`src/hdl/assert_macros.svh`:
```
// Assertion macros shared by the RTL of the ADPCM frame decoder.
// No dependencies; included by files that carry concurrent assertions.
`ifndef ASSERT_MACROS_SVH
`define ASSERT_MACROS_SVH

`ifndef ASSERT_OFF

// A property that must hold at every clock edge outside reset.
`define ASSERT_ALWAYS(lbl, clk_s, rstn_s, prop) \
  lbl: assert property (@(posedge clk_s) disable iff (!rstn_s) (prop)) \
    else $error("assertion failed");

// A condition that must be followed in the next cycle by another.
`define ASSERT_NEXT(lbl, clk_s, rstn_s, ante, cons) \
  lbl: assert property (@(posedge clk_s) disable iff (!rstn_s) (ante) |=> (cons)) \
    else $error("assertion failed");

`else

`define ASSERT_ALWAYS(lbl, clk_s, rstn_s, prop)
`define ASSERT_NEXT(lbl, clk_s, rstn_s, ante, cons)

`endif

`endif

```
`src/hdl/dspadpcm_pkg.sv`:
```
// Types and fixed constants of the ADPCM frame decoder.
// No dependencies; used by the decoder top level.
`default_nettype none

package dspadpcm_pkg;

  localparam int SAMPLES_PER_FRAME = 14;
  localparam int CODE_W            = 4;
  localparam int CODES_W           = CODE_W * SAMPLES_PER_FRAME;
  localparam int SCALE_W           = 4;
  localparam int PRED_W            = 3;
  localparam int COEF_W            = 16;
  localparam int PAIR_W            = 2 * COEF_W;
  localparam int SAMPLE_W          = 16;
  localparam int PROD_W            = 2 * COEF_W;
  localparam int CFG_IDX_W         = 3;
  localparam int CNT_W             = 4;
  localparam int SHAMT_W           = 5;

  // The accumulator holds the code term (up to 2^29) plus two 16x16
  // products plus the rounding term without wrapping.
  localparam int ACC_W             = 34;
  localparam int FRAC_SHIFT        = 11;
  localparam int ROUND_TERM        = 1024;
  localparam int SAMPLE_MAX        = 32767;
  localparam int SAMPLE_MIN        = -32768;

  typedef struct packed {
    logic [SCALE_W-1:0] scale_exp;
    logic [PRED_W-1:0]  predictor;
    logic [CODES_W-1:0] codes;
    logic               clear_history;
  } in_item_t;

  typedef struct packed {
    logic signed [SAMPLE_W-1:0] pcm_sample;
    logic                       last_of_frame;
  } out_item_t;

endpackage

`default_nettype wire

```
`src/hdl/dsp_adpcm_frame_decoder.sv`:
```
// Top level of the 4-bit ADPCM frame decoder: sequencer, shared multiplier,
// history and coefficient registers. Depends on dspadpcm_pkg and assert_macros.svh.
`default_nettype none

// One input transaction carries an 8-byte frame (scale exponent, predictor
// index, fourteen 4-bit codes, and a flag that zeroes the history first) and
// produces fourteen output transactions of signed 16-bit saturated samples,
// the fourteenth flagged as last of frame. Each sample runs through the
// sequencer: one 16x16 signed multiplier is shared between the two predictor
// taps in turn, and a finish step adds, rounds, shifts and clamps before the
// sample becomes the history for the next one; the finish step waits while
// the output register still holds an unaccepted sample. A new frame is taken
// only after the last sample of the previous frame has been loaded into
// the output register and the block is idle again. in_ready is high only
// between frames; the last sample of a frame may still wait in the output
// register while the next frame is accepted. The two history samples persist
// across frames and reset to zero. Coefficient pairs are written through the
// cfg port, which is always ready and should be used only while the block is
// idle; writes to an index not below PREDICTOR_COUNT are ignored, and a frame
// that selects such a predictor decodes with both coefficients zero. There is
// no memory and no clearing pass after reset.

module dsp_adpcm_frame_decoder #(
  parameter int PREDICTOR_COUNT = 8
) (
  input  logic                                 clk,
  input  logic                                 rst_n,
  input  logic                                 in_valid,
  output logic                                 in_ready,
  input  dspadpcm_pkg::in_item_t               in_data,
  output logic                                 out_valid,
  input  logic                                 out_ready,
  output dspadpcm_pkg::out_item_t              out_data,
  input  logic                                 cfg_valid,
  output logic                                 cfg_ready,
  input  logic [dspadpcm_pkg::CFG_IDX_W-1:0]   cfg_index,
  input  logic [dspadpcm_pkg::PAIR_W-1:0]      cfg_data
);

`include "assert_macros.svh"

  localparam int ACC_W   = dspadpcm_pkg::ACC_W;
  localparam int PROD_W  = dspadpcm_pkg::PROD_W;
  localparam int COEF_W  = dspadpcm_pkg::COEF_W;
  localparam int CODES_W = dspadpcm_pkg::CODES_W;
  localparam int CODE_W  = dspadpcm_pkg::CODE_W;
  localparam int CNT_W   = dspadpcm_pkg::CNT_W;
  localparam int SHAMT_W = dspadpcm_pkg::SHAMT_W;
  localparam int SAMPLE_W = dspadpcm_pkg::SAMPLE_W;
  localparam int SHIFT_W = ACC_W - dspadpcm_pkg::FRAC_SHIFT;

  localparam logic [CNT_W-1:0] LAST_CNT = CNT_W'(dspadpcm_pkg::SAMPLES_PER_FRAME - 1);
  localparam logic signed [SHIFT_W-1:0] SAT_HI = SHIFT_W'(dspadpcm_pkg::SAMPLE_MAX);
  localparam logic signed [SHIFT_W-1:0] SAT_LO = SHIFT_W'(dspadpcm_pkg::SAMPLE_MIN);

  // Per sample: tap on the older history, tap on the newer history, finish.
  typedef enum logic [1:0] {
    ST_IDLE,
    ST_MUL_A,
    ST_MUL_B,
    ST_FIN
  } state_t;

  state_t                          state_r, state_nxt;
  logic [dspadpcm_pkg::PAIR_W-1:0] coef_r   [PREDICTOR_COUNT];
  logic [dspadpcm_pkg::PAIR_W-1:0] coef_nxt [PREDICTOR_COUNT];
  logic signed [SAMPLE_W-1:0]      hist1_r, hist1_nxt;
  logic signed [SAMPLE_W-1:0]      hist2_r, hist2_nxt;
  logic signed [COEF_W-1:0]        c0_r, c0_nxt;
  logic signed [COEF_W-1:0]        c1_r, c1_nxt;
  logic [dspadpcm_pkg::SCALE_W-1:0] scale_r, scale_nxt;
  logic [CODES_W-1:0]              codes_r, codes_nxt;
  logic [CNT_W-1:0]                cnt_r, cnt_nxt;
  logic signed [PROD_W-1:0]        prod_r, prod_nxt;
  logic signed [ACC_W-1:0]         acc_r, acc_nxt;
  logic                            out_valid_r, out_valid_nxt;
  dspadpcm_pkg::out_item_t         out_data_r, out_data_nxt;

  logic                            in_fire;
  logic                            out_load;
  logic signed [COEF_W-1:0]        mul_a;
  logic signed [SAMPLE_W-1:0]      mul_b;
  logic signed [PROD_W-1:0]        mul_p;
  logic signed [ACC_W-1:0]         prod_ext;
  logic signed [ACC_W-1:0]         code_ext;
  logic signed [ACC_W-1:0]         code_term;
  logic [SHAMT_W-1:0]              shamt;
  logic signed [ACC_W-1:0]         sum;
  logic signed [SHIFT_W-1:0]       shifted;
  logic signed [SAMPLE_W-1:0]      sample;

  assign in_ready  = (state_r == ST_IDLE);
  assign cfg_ready = 1'b1;
  assign out_valid = out_valid_r;
  assign out_data  = out_data_r;

  assign in_fire  = in_valid && in_ready;
  assign out_load = (state_r == ST_FIN) && (!out_valid_r || out_ready);

  // The shared multiplier: older history in the first step, newer in the second.
  always_comb begin
    if (state_r == ST_MUL_A) begin
      mul_a = c1_r;
      mul_b = hist2_r;
    end else begin
      mul_a = c0_r;
      mul_b = hist1_r;
    end
    mul_p = mul_a * mul_b;
  end

  assign prod_ext  = {{(ACC_W-PROD_W){prod_r[PROD_W-1]}}, prod_r};
  assign code_ext  = {{(ACC_W-CODE_W){codes_r[CODES_W-1]}}, codes_r[CODES_W-1 -: CODE_W]};
  assign shamt     = SHAMT_W'(scale_r) + SHAMT_W'(dspadpcm_pkg::FRAC_SHIFT);
  assign code_term = code_ext <<< shamt;

  // Arithmetic right shift is the floor division by 2^11; then saturate.
  assign sum     = acc_r + prod_ext;
  assign shifted = sum[ACC_W-1:dspadpcm_pkg::FRAC_SHIFT];

  always_comb begin
    if (shifted > SAT_HI) begin
      sample = SAMPLE_W'(dspadpcm_pkg::SAMPLE_MAX);
    end else if (shifted < SAT_LO) begin
      sample = SAMPLE_W'(dspadpcm_pkg::SAMPLE_MIN);
    end else begin
      sample = shifted[SAMPLE_W-1:0];
    end
  end

  always_comb begin
    state_nxt     = state_r;
    coef_nxt      = coef_r;
    hist1_nxt     = hist1_r;
    hist2_nxt     = hist2_r;
    c0_nxt        = c0_r;
    c1_nxt        = c1_r;
    scale_nxt     = scale_r;
    codes_nxt     = codes_r;
    cnt_nxt       = cnt_r;
    prod_nxt      = prod_r;
    acc_nxt       = acc_r;
    out_valid_nxt = out_valid_r;
    out_data_nxt  = out_data_r;

    if (out_valid_r && out_ready) begin
      out_valid_nxt = 1'b0;
    end

    if (cfg_valid) begin
      for (int k = 0; k < PREDICTOR_COUNT; k++) begin
        if (cfg_index == dspadpcm_pkg::CFG_IDX_W'(k)) begin
          coef_nxt[k] = cfg_data;
        end
      end
    end

    case (state_r)
      ST_IDLE: begin
        if (in_fire) begin
          scale_nxt = in_data.scale_exp;
          codes_nxt = in_data.codes;
          cnt_nxt   = '0;
          c0_nxt    = '0;
          c1_nxt    = '0;
          for (int k = 0; k < PREDICTOR_COUNT; k++) begin
            if (in_data.predictor == dspadpcm_pkg::PRED_W'(k)) begin
              c0_nxt = coef_r[k][COEF_W-1:0];
              c1_nxt = coef_r[k][2*COEF_W-1:COEF_W];
            end
          end
          if (in_data.clear_history) begin
            hist1_nxt = '0;
            hist2_nxt = '0;
          end
          state_nxt = ST_MUL_A;
        end
      end
      ST_MUL_A: begin
        prod_nxt  = mul_p;
        acc_nxt   = code_term + ACC_W'(dspadpcm_pkg::ROUND_TERM);
        state_nxt = ST_MUL_B;
      end
      ST_MUL_B: begin
        prod_nxt  = mul_p;
        acc_nxt   = sum;
        state_nxt = ST_FIN;
      end
      ST_FIN: begin
        if (out_load) begin
          out_valid_nxt              = 1'b1;
          out_data_nxt.pcm_sample    = sample;
          out_data_nxt.last_of_frame = (cnt_r == LAST_CNT);
          hist2_nxt                  = hist1_r;
          hist1_nxt                  = sample;
          codes_nxt                  = codes_r << CODE_W;
          cnt_nxt                    = cnt_r + CNT_W'(1);
          state_nxt                  = (cnt_r == LAST_CNT) ? ST_IDLE : ST_MUL_A;
        end
      end
      default: begin
        state_nxt = ST_IDLE;
      end
    endcase
  end

  always_ff @(posedge clk) begin
    if (!rst_n) begin
      state_r     <= ST_IDLE;
      out_valid_r <= 1'b0;
      hist1_r     <= '0;
      hist2_r     <= '0;
      cnt_r       <= '0;
      for (int k = 0; k < PREDICTOR_COUNT; k++) begin
        coef_r[k] <= '0;
      end
    end else begin
      state_r     <= state_nxt;
      out_valid_r <= out_valid_nxt;
      hist1_r     <= hist1_nxt;
      hist2_r     <= hist2_nxt;
      cnt_r       <= cnt_nxt;
      coef_r      <= coef_nxt;
    end
    c0_r       <= c0_nxt;
    c1_r       <= c1_nxt;
    scale_r    <= scale_nxt;
    codes_r    <= codes_nxt;
    prod_r     <= prod_nxt;
    acc_r      <= acc_nxt;
    out_data_r <= out_data_nxt;
  end

  // A new frame always starts its first sample with the count cleared.
  `ASSERT_NEXT(a_frame_start, clk, rst_n, in_fire, (state_r == ST_MUL_A) && (cnt_r == '0))
  // The sample count never runs past the last sample of a frame while busy.
  `ASSERT_ALWAYS(a_cnt_range, clk, rst_n, (state_r == ST_IDLE) || (cnt_r <= LAST_CNT))
  // The sample just presented is the newest history entry.
  `ASSERT_NEXT(a_hist_follows, clk, rst_n, out_load, hist1_r == out_data.pcm_sample)
  // After the flagged sample is loaded the block is ready for the next frame.
  `ASSERT_NEXT(a_last_idle, clk, rst_n, out_load && (cnt_r == LAST_CNT),
               in_ready && out_data.last_of_frame)

endmodule

`default_nettype wire

```
`config.mk`:
```
export PLATFORM = sky130hd
export DESIGN_NAME = dsp_adpcm_frame_decoder
export DESIGN_NICKNAME = d
export VERILOG_FILES = /design/src/hdl/dspadpcm_pkg.sv /design/src/hdl/dsp_adpcm_frame_decoder.sv
export VERILOG_INCLUDE_DIRS = /design/src /design/src/hdl
export SDC_FILE = /design/constraint.sdc
export NUM_CORES = 2
export LEC_CHECK = 0
export BUFFER_PORTS_ARGS = -buffer_cell sky130_fd_sc_hd__buf_2
export CAP_MARGIN = 40
export CORE_MARGIN = 4
export CORE_UTILIZATION = 42
export DETAILED_ROUTE_END_ITERATION = 6
export GPL_TIMING_DRIVEN = 0
export HOLD_SLACK_MARGIN = 0.1
export PLACE_DENSITY_LB_ADDON = 0.08
export SLEW_MARGIN = 20
export SYNTH_ARGS = -nofsm -noshare
export SYNTH_HDL_FRONTEND = slang
export SYNTH_SLANG_ARGS = --single-unit
export TNS_END_PERCENT = 10
```
`constraint.sdc`:
```
create_clock -name clk -period 13.8 [get_ports clk]
set_input_delay 3.45 -clock clk [delete_from_list [all_inputs] [get_ports clk]]
set_output_delay 3.45 -clock clk [all_outputs]
set_load 0.02 [all_outputs]
```
Word-level counts from Yosys, hierarchy flattened

Index checks and enable logic that the tools add are counted.

Output and inout bits: 20
Bits in registers: 470
Logic and storage cells: 114
Input bits: 104
Memory bits (read-only): 0
Memory bits (writable): 0
Bits in latches: 0
Memories: 0

Reduce and logical (&&, ||, !) cells: 24
Multiplexer cells: 40
Shifts and indexed selects: 1
Eq/ne operators: 21
Multipliers: 1
$lt $le $gt $ge: 2
Bitwise operators: 0
Div/mod/pow operators: 0
$add $sub $neg: 4

Operators with widths:

| kind                                                                   | number |
|---|---|
| 16-bit two-way mux                                                     | 24 |
| 56-bit two-way mux                                                     | 2 |
| 56-bit case mux with 2 select lines                                    | 1 |
| 34-bit case mux with 2 select lines                                    | 1 |
| 16-bit case mux with 2 select lines                                    | 2 |
| 34-bit by 12-bit adder with 34-bit output, second input constant       | 1 |
| 34-bit by 32-bit adder with 34-bit output                              | 1 |
| 4-bit by 5-bit <<< shifter with 34-bit output                          | 1 |
| 16-bit by 16-bit multiplier with 32-bit output                         | 1 |
| 3-bit equality test, second input constant                             | 8 |
| 23-bit by 16-bit > comparator with 1-bit output, second input constant | 1 |
| 23-bit by 16-bit < comparator with 1-bit output, second input constant | 1 |
| 2-bit AND reduction                                                    | 11 |
| 3-bit by 2-bit equality test with 1-bit output, second input constant  | 4 |
| 4-bit two-way mux                                                      | 2 |
| 2-bit case mux with 4 select lines                                     | 1 |
| 4-bit case mux with 2 select lines                                     | 1 |
| 3-bit by 1-bit equality test with 1-bit output, second input constant  | 2 |
| 3-bit zero test                                                        | 2 |
| 4-bit by 4-bit adder with 5-bit output, second input constant          | 1 |
| 4-bit by 1-bit adder with 4-bit output, second input constant          | 1 |
| 2-bit equality test, second input constant                             | 2 |
| 4-bit equality test, second input constant                             | 1 |
| 1-bit two-way mux                                                      | 4 |
| 12 further kinds                                                       | 17 |

Logic depth before layout (Yosys ltp)

Depth after elaboration: 9
Gate-level depth with buffers: 30
Mapped depth without buffers: 28

Worst setup path before layout

OpenSTA, ideal clock, no wires.

Path kind: in2reg
Start point: input port out_ready
End point: register hist1_r[0]
Slack: 5.842 ns
Library setup time: 0.117 ns
Stages on the path: 8
Data arrival time: 7.841 ns
Data required time: 13.683 ns
Path buffers: 2
Path through: nor2b_1 > a21o_1 > nor2_1 > o21ai_1 > and2_0 > buf_1 > clkbuf_1 > a32o_1

Longest elaborated chain between the ends: 4

RTL lines:

| what                                 | line                           | text |
|---|---|---|
| from (decl)                          | dsp_adpcm_frame_decoder.sv:32  | `input logic out_ready,` |
| 1-bit logical OR                     | dsp_adpcm_frame_decoder.sv:98  | `assign out_load = (state_r == ST_FIN) && (!out_valid_r \|\| out_ready);` |
| 1-bit logical AND                    | dsp_adpcm_frame_decoder.sv:98  |  |
| 2-bit != test (no source line)       | --                             |  |
| 4-bit AND reduction (no source line) | --                             |  |
| to (signal assigned)                 | dsp_adpcm_frame_decoder.sv:220 | `hist1_r <= hist1_nxt;` |
| to (decl)                            | dsp_adpcm_frame_decoder.sv:67  | `logic signed [SAMPLE_W-1:0] hist1_r, hist1_nxt;` |

Every way passes these cells.
A chain may end at the register's enable or synchronous reset.

Worst setup path after layout

Start point: register state_r[1]
End point: register prod_r[31] (data pin)

Longest elaborated chain between the ends: 3
Elaborated cells between the ends (all ways): 4
Those cells by class: mul: 1; eq/ne: 1; mux: 2

RTL lines:

| what                                               | line                           | text |
|---|---|---|
| from (decl)                                        | dsp_adpcm_frame_decoder.sv:64  | `state_t state_r, state_nxt;` |
| from (signal assigned)                             | dsp_adpcm_frame_decoder.sv:218 | `state_r <= state_nxt;` |
| 2-bit by 1-bit equality test with 1-bit output (*) | dsp_adpcm_frame_decoder.sv:102 | `if (state_r == ST_MUL_A) begin` |
| 16-bit two-way mux                                 | dsp_adpcm_frame_decoder.sv:102 |  |
| 16-bit by 16-bit multiplier with 32-bit output (*) | dsp_adpcm_frame_decoder.sv:109 | `mul_p = mul_a * mul_b;` |
| net mul_p[31]                                      | dsp_adpcm_frame_decoder.sv:83  | `logic signed [PROD_W-1:0] mul_p;` |
| to (signal assigned)                               | dsp_adpcm_frame_decoder.sv:229 | `prod_r <= prod_nxt;` |
| to (decl)                                          | dsp_adpcm_frame_decoder.sv:74  | `logic signed [PROD_W-1:0] prod_r, prod_nxt;` |

Mark *: on every way through the listed nets, which the timed path passes. The rest lies on a longest branch.

==> flow_metrics.tcl <==
set metrics [dict create \
    syn_area_mm2 0.0324 \
    yosysWarnings 0 \
    seq_area_mm2 0.0112 \
    worst_pin_slew_ps 873 \
    report.final.slew_viol_count 0 \
    hold_path_class "reg2reg" \
    fillers 7343 \
    nNetsFinal 4163 \
    path_clk_slew_ps 60 \
    dpl_cell_area_mm2 0.0345 \
    clkSinkCount 470 \
    vias 25200 \
    core_region_area_mm2 0.0762 \
    area_growth_syn_to_layout_pct 12.2 \
    hp-start "coef_r[56]$_SDFFE_PN0P_" \
    die-width_um 286 \
    crit_slowest_cell "mux2i_1" \
    cts_tree "yes" \
    dp.cells 4643 \
    cp-start-kind "flop" \
    grt_start_max_net_pins 47 \
    fin_total_pwr_mw 6.44 \
    synth_compound_area_frac 0.144 \
    status "finished clean" \
    stdcell_count 4750 \
    arrival_ps 9410 \
    synth_mux_area_frac 0.0669 \
    rows 101 \
    cts_htree_levels 2 \
    start_util 0.426 \
    grt_use_met2 0.444 \
    drt-pass1-iter-count 5 \
    async_flop_share 0 \
    grt_usage 0.246 \
    cts_made_buffers 55 \
    synth_xor_area_frac 0.0189 \
    fin_skew_ps 83.3 \
    met1_usage 0.304 \
    power_density_mw_per_mm2 177 \
    holdWs_ps 458 \
    die_h_um 286 \
    drt_iter0_markers 1610 \
    cts_root_buf "clkbuf_16" \
    met3_usage 0.0287 \
    die_area_mm2 0.0817 \
    end_kind "flop" \
    final_cell_mix "nand2_1 (759), inv_1 (315), dfxtp_1 (295), fa_1 (263), a21boi_0 (257)" \
    post_cts_buffers 0 \
    gr-max-usage-layer "met2" \
    critPathMaxFanout 10 \
    antenna_found_initial 0 \
    via_per_inst 5.29 \
    post-route-min-period_ps 9020 \
    maxCapViolCount 0 \
    synth_cell_types 80 \
    syn_inst 3496 \
    io_pins 124 \
    grt_overflow 0 \
    grt_pass1_wl_um 155000 \
    period_share 0.653 \
    remaining_drc_errors 0 \
    finalWirelength_um 101000 \
    fmax_mhz 111 \
    drtAntennaViolNets 0 \
    grt_pass1_vias 26200 \
    slew_headroom 0.407 \
    yosysSeqAreaShare 0.344 \
    dpl.hpwl_um 81100 \
    layout_setup_ws_ps 4780 \
    cp.required_ps 14200 \
    fin_util 0.477 \
    vdd_drop_max_mv 0.149 \
    synth_nets 3987 \
    clkLatencyLatePin_ps 650 \
    synth-main-ff-cell "dfxtp_1" \
    synthSimpleGateAreaFrac 0.152 \
    grt_setup_unrepaired "no" \
    path_class "reg2reg" \
    multi_input_area_mm2 0.0192 \
    dpl_worst_slack_ps 4720 \
    cts_buffer_depth 3 \
    crit_top_cell "fa_1" \
    setup_tns_ps 0 \
    setup_viol_count_final 0 \
    final_common_cell "nand2_1" \
    cp_slowest_stage_delay_ps 720 \
    synth_top_family_by_area "adder cells" \
    io_buffers 88 \
    cts-resized-gates 0 \
    layout-drive-gt1-share 0.104 \
    finalInstanceArea_mm2 0.0364 \
    cts_hold_buf 0 \
    synth_seq_cells 470 \
    synth_fa_ha_area_frac 0.210 \
    postSynthAreaPerCell_um2 9.28 \
    synth_enable_flop_cells 175 \
    leakagePower_nw 14.9 \
    wl_per_cell_um 21.3 \
    critPathLaunch "state_r[1]$_SDFFE_PN0P_" \
    gp_congestion 0.949 \
    reg2reg_from "state_r[1]$_SDFFE_PN0P_" \
    finalHoldViolCount 0 \
]
cells by family (layout without fill, tap and decap cells):
logic type	after synthesis	count (layout)
xor gates and xnor gates	70	70
other	1	2
muxes	179	179
buffers and inverters	529	752
adders and majority gates	387	387
and+or+nand+nor	1190	1190
DFF	470	470
AOI/OAI and AO/OA	670	670
sequential cells by signal (all words and copies together), names as in the netlist:
signal     flops
out_valid      1
acc_r         34
c0_r          16
c1_r          16
prod_r        32
coef_r       256
codes_r       56
state_r        2
cnt_r          4
hist2_r       16
hist1_r       16
scale_r        4
out_data      17
critical path: cells and delay by family, from the launching register on:
kind / cells / cell delay, ps
AO/OA/AOI/OAI: 6 / 1350
XOR/XNOR: 1 / 240
adder cells (fa/ha/maj): 8 / 3690
buffers and inverters: 8 / 1890
flip-flops: 1 / 350
multiplexers: 1 / 720
AND/OR/NAND/NOR: 3 / 540
per-layer routing:
metal	share of wire	up-vias
met5	0	-
met4	0.037	0
met3	0.045	186
met2	0.50	688
met1	0.41	12300
li1	-	11900
Yosys cell counts, types with 8 or more instances:
| cell type | number | share of area |
|---|---|---|
| mux2_2 | 91 | 0.032 |
| a22o_1 | 18 | 0.0049 |
| a21o_1 | 30 | 0.0069 |
| nor3_1 | 40 | 0.0062 |
| o21ai_0 | 70 | 0.011 |
| inv_1 | 316 | 0.037 |
| a32o_1 | 15 | 0.0046 |
| and3_1 | 12 | 0.0023 |
| nand2b_1 | 25 | 0.0048 |
| edfxtp_1 | 175 | 0.16 |
| xnor2_1 | 54 | 0.015 |
| o221ai_1 | 14 | 0.0038 |
| fa_1 | 263 | 0.16 |
| o211ai_1 | 11 | 0.0025 |
| mux4_2 | 21 | 0.015 |
| nand3_1 | 23 | 0.0035 |
| mux2i_1 | 65 | 0.020 |
| nand4_1 | 8 | 0.0015 |
| a21oi_1 | 119 | 0.018 |
| ha_1 | 124 | 0.048 |
| nor2b_1 | 37 | 0.0071 |
| o21bai_1 | 13 | 0.0030 |
| o21ai_1 | 13 | 0.0020 |
| a22oi_1 | 25 | 0.0058 |
| nand2_1 | 759 | 0.088 |
| clkbuf_2 | 31 | 0.0048 |
| clkbuf_1 | 159 | 0.018 |
| and2_1 | 28 | 0.0054 |
| buf_1 | 13 | 0.0015 |
| dfxtp_1 | 295 | 0.18 |
| nor2_1 | 233 | 0.027 |
| o22ai_1 | 11 | 0.0021 |
| xor2_1 | 16 | 0.0043 |
| a31oi_1 | 13 | 0.0025 |
| o21a_1 | 13 | 0.0030 |
| a21boi_0 | 257 | 0.059 |
final timing paths:
| check | endpoint | slack [ps] | cells past startpoint |
|---|---|---|---|
| worst min-delay path | coef_r[56]$_SDFFE_PN0P_ | 460 | 2 |
| worst max register to register | prod_r[31]$_DFFE_PP_ | 4780 | 27 |
| worst min register to register | coef_r[56]$_SDFFE_PN0P_ | 460 | 2 |
| worst max-delay path | prod_r[31]$_DFFE_PP_ | 4780 | 27 |
power breakdown:
group / internal [mW] / switching, mW / leakage [nW] / total, mW
registers: 1.84 / 0.129 / 4.08 / 1.96
clock network: 0.863 / 0.621 / 0.931 / 1.48
logic: 1.03 / 1.96 / 9.90 / 2.99
total: 3.73 / 2.71 / 14.9 / 6.44
layout make-up:
| class | instances | share of cell area |
|---|---|---|
| Sequential cell | 470 | 0.307 |
| Antenna cell | 1 | 0.0000688 |
| Multi-Input combinational cell | 2497 | 0.529 |
| Tap cell | 1030 | 0.0354 |
| Clock inverter | 28 | 0.00826 |
| Clock buffer | 76 | 0.0433 |
| Buffer | 213 | 0.0241 |
| Timing Repair Buffer | 119 | 0.0202 |
| Inverter | 316 | 0.0326 |
Power figures use the tool's default switching activity.
